File: src/rtl/msf_pkg.sv
package msf_pkg;

   // Default frame limits
   localparam int MAX_WIDTH_DEF  = 512;
   localparam int MAX_HEIGHT_DEF = 512;

   // Fixed field widths
   localparam int ENERGY_W  = 12;
   localparam int COST_W    = 21;
   localparam int SEAM_W    = 9;
   localparam int CSR_W     = 10;
   localparam int CSR_IDX_W = 1;

   localparam logic [CSR_W-1:0]  CSR_DIM_RESET = 10'd512;
   localparam logic [COST_W-1:0] COST_MAX      = '1;

   // Command queue between front and back
   localparam int QDEPTH = 2;
   localparam int QPW    = $clog2(QDEPTH);
   localparam int QCW    = $clog2(QDEPTH + 1);

   typedef enum logic {
      OP_LOAD  = 1'b0,
      OP_FETCH = 1'b1
   } op_type;

   typedef enum logic {
      STATUS_OK        = 1'b0,
      STATUS_NOT_READY = 1'b1
   } status_type;

   typedef enum logic [CSR_IDX_W-1:0] {
      CSR_FRAME_WIDTH  = 1'b0,
      CSR_FRAME_HEIGHT = 1'b1
   } csr_index_type;

   typedef enum logic [1:0] {
      ST_IDLE,
      ST_SCAN,
      ST_LAST
   } seq_state_type;

   typedef struct packed {
      op_type              op;
      logic [ENERGY_W-1:0] energy;
   } cmd_type;

   typedef struct packed {
      logic [CSR_W-1:0] width;
      logic [CSR_W-1:0] height;
   } frame_cfg_type;

endpackage

File: src/rtl/msf_if.sv
// Request channel: one load or fetch per transfer
interface msf_req_if;
   logic                          valid;
   logic                          ready;
   logic                          req_type;
   logic [msf_pkg::ENERGY_W-1:0]  energy_value;

   modport source (output valid, output req_type, output energy_value, input ready);
   modport sink   (input valid, input req_type, input energy_value, output ready);
endinterface


File: src/rtl/msf_front.sv
module msf_front (
   input  logic             clock,
   input  logic             reset,
   msf_req_if.sink          req_if,
   output logic             cmd_valid,
   output msf_pkg::cmd_type cmd,
   input  logic             cmd_pop
);

   localparam int QDEPTH = msf_pkg::QDEPTH;
   localparam int QPW    = msf_pkg::QPW;
   localparam int QCW    = msf_pkg::QCW;

   msf_pkg::cmd_type q_ff [QDEPTH];
   msf_pkg::cmd_type push_cmd;
   logic [QPW-1:0]   wr_ptr_ff, wr_ptr_in;
   logic [QPW-1:0]   rd_ptr_ff, rd_ptr_in;
   logic [QCW-1:0]   count_ff, count_in;
   logic             push;

   // Classify the request into a queued command
   assign push_cmd.op     = msf_pkg::op_type'(req_if.req_type);
   assign push_cmd.energy = req_if.energy_value;

   assign req_if.ready = (count_ff != QCW'(QDEPTH));
   assign push         = req_if.valid & req_if.ready;

   assign cmd_valid = (count_ff != '0);
   assign cmd       = q_ff[rd_ptr_ff];

   // Pointer and fill bookkeeping
   always_comb begin
      wr_ptr_in = wr_ptr_ff;
      rd_ptr_in = rd_ptr_ff;
      count_in  = count_ff;
      if (push) begin
         wr_ptr_in = wr_ptr_ff + 1'b1;
      end
      if (cmd_pop) begin
         rd_ptr_in = rd_ptr_ff + 1'b1;
      end
      if (push && !cmd_pop) begin
         count_in = count_ff + 1'b1;
      end else if (!push && cmd_pop) begin
         count_in = count_ff - 1'b1;
      end
   end

   always_ff @(posedge clock) begin
      if (reset) begin
         wr_ptr_ff <= '0;
         rd_ptr_ff <= '0;
         count_ff  <= '0;
      end else begin
         wr_ptr_ff <= wr_ptr_in;
         rd_ptr_ff <= rd_ptr_in;
         count_ff  <= count_in;
      end
   end

   // Queue entries
   always_ff @(posedge clock) begin
      if (push) begin
         q_ff[wr_ptr_ff] <= push_cmd;
      end
   end

endmodule

File: src/flat_wrapper.sv
// flat-port wrapper written by rule: the top's interface ports become plain ports
module msf_front_flat 
  (clock, reset, cmd_valid, cmd, cmd_pop, req_if_valid, req_if_req_type, req_if_energy_value, req_if_ready);
  msf_req_if req_if_i ();
  input  logic clock;
  input  logic reset;
  output logic cmd_valid;
  output msf_pkg::cmd_type cmd;
  input  logic cmd_pop;
  input wire logic [$bits(req_if_i.valid)-1:0] req_if_valid;
  input wire logic [$bits(req_if_i.req_type)-1:0] req_if_req_type;
  input wire logic [$bits(req_if_i.energy_value)-1:0] req_if_energy_value;
  output wire logic [$bits(req_if_i.ready)-1:0] req_if_ready;
  assign req_if_i.valid = req_if_valid;
  assign req_if_i.req_type = req_if_req_type;
  assign req_if_i.energy_value = req_if_energy_value;
  assign req_if_ready = req_if_i.ready;
  msf_front u_core (.clock(clock), .reset(reset), .req_if(req_if_i), .cmd_valid(cmd_valid), .cmd(cmd), .cmd_pop(cmd_pop));
endmodule
File: config.mk
export PLATFORM = sky130hd
export DESIGN_NAME = msf_front_flat
export DESIGN_NICKNAME = d
export VERILOG_FILES = /design/src/rtl/msf_pkg.sv /design/src/rtl/msf_if.sv /design/src/rtl/msf_front.sv /design/src/flat_wrapper.sv
export SDC_FILE = /design/constraint.sdc
export NUM_CORES = 1
export LEC_CHECK = 0
export ABC_AREA = 1
export ABC_CLOCK_PERIOD_IN_PS = 3000
export BUFFER_PORTS_ARGS = -buffer_cell sky130_fd_sc_hd__buf_2
export CAP_MARGIN = 20
export CORE_UTILIZATION = 54
export DETAILED_ROUTE_END_ITERATION = 12
export PLACE_DENSITY = 0.81
export SLEW_MARGIN = 20
export SYNTH_ARGS = -nofsm -noshare
export SYNTH_HDL_FRONTEND = slang
export SYNTH_SLANG_ARGS = --single-unit
File: constraint.sdc
create_clock -name clock -period 3 [get_ports clock]
set_clock_uncertainty 0.2 [all_clocks]
set_input_delay 0.45 -clock clock [delete_from_list [all_inputs] [get_ports clock]]
set_output_delay 0.45 -clock clock [all_outputs]
set_load 0.02 [all_outputs]
==> flow_metrics.py <==
metrics = {
    "grt": {
        "track_usage": 0.168,
        "grt_pass1_wl_um": 2780,
        "antenna_found_initial": 0,
        "grt_max_degree": 14,
        "grt_pass1_vias": 668,
        "overflow": 0,
    },
    "route": {
        "wire_per_inst_um": 12.4,
        "drt_iter0_markers": 9,
        "first_pass_iters": 3,
        "routed_wl_um": 1770,
        "drc": 0,
        "avgViaCountPerCell": 4.96,
        "num_vias": 705,
        "ant_nets": 0,
    },
    "synthesis": {
        "yosysTopAreaCellShare": 0.643,
        "yosysTopAreaCell": "edfxtp_1",
        "synth_common_cells": "edfxtp_1, mux2_4, inv_1",
        "ys_warn_count": 0,
        "synth_cell_types": 16,
        "synth-seq-cells": 31,
        "syn-num-nets": 93,
        "synthesis.area_mm2": 0.00121,
        "synth_edf_count": 26,
        "ys.flop_type": "edfxtp_1",
        "synthCells": 75,
        "synthTopCellsByArea": "edfxtp_1, mux2_4, dfxtp_1",
        "ys_seq_area_frac": 0.725,
        "avgSynthCellArea_um2": 16.2,
        "synthArstFlopShare": 0,
        "yosysMostFrequentCell": "edfxtp_1",
    },
    "sta": {
        "fmax_mhz": 428,
        "hold_violations": 0,
        "worstMarginPinSlew_ns": 0.739,
        "final_max_slew_viol_count": 0,
        "rsz0062_at_grt": "false",
        "finalCritPeriodShare": 0.778,
        "slew-limit-headroom": 0.507,
        "period_minus_slack_ns": 2.34,
        "setup_ws_ns": 0.665,
        "fin_tns_setup_ns": 0,
        "setup_viol": 0,
    },
    "power": {
        "p_clk_frac": 0.236,
        "leakage_nw": 0.618,
        "pwr-share-comb": 0.185,
        "p_per_area_mw_per_mm2": 629,
        "irDropWorstVdd_mv": 0.421,
        "power_frac_seq": 0.579,
        "p_sw_uw": 238,
        "p_sw_frac": 0.260,
        "internal_power_uw": 678,
    },
    "clocking": {
        "cts_hold_buf": 0,
        "cts-buffers-inserted": 5,
        "cts_tree": "yes",
        "clk_pin_slew_worst_paths_ns": 0.09,
        "root_buffer": "clkbuf_4",
        "cts.path.max_buffers": 2,
        "cts_resized": 0,
        "clkSinkCount": 31,
        "cts_setup_buffers": 0,
        "ctsHtreeMaxLevel": 2,
        "clkLatencyLatePin_ns": 0.32,
    },
    "worst_setup_path": {
        "crit_type": "register to output pin",
        "r2r-end": "u_core.q_ff[0][1]",
        "cp_data_arrival_time_ns": 1.69,
        "rr_worst_depth": 5,
        "crit_fanout": 13,
        "required_ns": 2.35,
        "timing.rr.start": "u_core.count_ff[0]",
        "end_kind": "output pin",
        "r2r_slack_ns": 1.31,
        "critical_path.startpoint_type": "register",
    },
    "cells_and_area": {
        "area_growth_pct": 19.9,
        "finalInstanceArea_mm2": 0.00146,
        "fin_nets": 132,
        "layout-drive-gt1-share": 0.470,
        "diodes": 0,
    },
    "floorplanning": {
        "num_rows": 16,
        "pin_count": 32,
        "start_util": 0.595,
        "core_area_mm2": 0.00204,
        "die_area_mm2": 0.00244,
        "die_w_um": 49.4,
        "die_y_um": 49.4,
    },
    "flow_run": {
        "maxCapViolCount": 0,
    },
    "placement": {
        "pre_cts_ws_ns": 0.977,
        "port-buffer-count": 31,
        "hpwl_um": 1280,
        "dpl_cell_area_mm2": 0.00141,
        "globalplace.congestion": 0.631,
    },
    "worst_hold_path": {
        "whs_endpoint": "u_core.rd_ptr_ff",
        "holdCritPathClass": "primary input to register",
        "min_path_cells": 2,
        "min-delay-start": "reset",
    },
    "status": {
        "status": "finished, final reports clean",
    },
}
[metal layers]
metal	global-route usage	wire (µm)	vias up
met5	0	0	-
met4	0.0857	33	0
met3	0.0935	134	6
met2	0.267	885	24
met1	0.177	712	332
li1	-	-	343
[critical path, stage by stage (launching register included)]
cell	delay, ns
dfxtp_1	0.81
mux2_2	0.40
buf_2	0.16
[flip-flops by register name (all words and copies together), names as in the netlist, named ones only]
name	cells
u_core.q_ff	26
u_core.count_ff	2
u_core.rd_ptr_ff	1
u_core.wr_ptr_ff	1
[cell families after synthesis]
kind of cell / count (synthesis) / synth area share
AOI/OAI and AO/OA: 3 / 0.0124
muxes: 13 / 0.151
adders and majority gates: 1 / 0.0103
xor gates and xnor gates: 1 / 0.00721
and+or+nand+nor: 16 / 0.0566
DFF: 31 / 0.725
buffers and inverters: 10 / 0.0371
[layout by cell type, fill, tap and decap left out, drive strengths merged]
master and n:
buf 33, edfxtp 26, mux2 13, inv 9, clkbuf 8, nor2 7, nand2 7, dfxtp 5
o21ai 2, xnor2 1, nand3 1, nand4 1, a21oi 1, ha 1
[layout make-up]
class / count / area (µm²)
Sequential cell: 31 / 881
Timing Repair Buffer: 33 / 170
Inverter: 9 / 33.8
Fill cell: 160 / 586
Clock buffer: 8 / 48.8
Tap cell: 27 / 33.8
Multi-Input combinational cell: 34 / 289
[power by group through the flow]
stage / sequential (mW) / clock [mW] / combinational, mW
after CTS: 0.531 / 0.225 / 0.172
final: 0.530 / 0.216 / 0.170
after global routing: 0.535 / 0.240 / 0.184
after floorplan: 0.530 / 0 / 0.126
after global placement: 0.538 / 0 / 0.166
after detailed placement: 0.541 / 0 / 0.172
[metrics by stage]
step                      power (mW)  instances  utilization  hold WS, ns
final                          0.916        142        0.713        0.109
after global routing           0.959        142        0.713       0.0813
after CTS                      0.928        142        0.713       0.0917
after detailed placement       0.713        134        0.689        0.281
after global placement         0.704        134        0.689        0.268
after floorplan                0.656         75            -        0.254
[worst max-delay path by stage]
stage / start / end / slack, ns
floorplan: u_core.count_ff[0] / u_core.q_ff[1][0] / 1.23
global placement: register / cmd[0] / 1.01
detailed placement: register / cmd[8] / 0.98
CTS: register / cmd[8] / 0.62
global route: register / cmd[9] / 0.58
finish: register / cmd[8] / 0.66
Note: power is estimated with default switching activity, not from simulation.
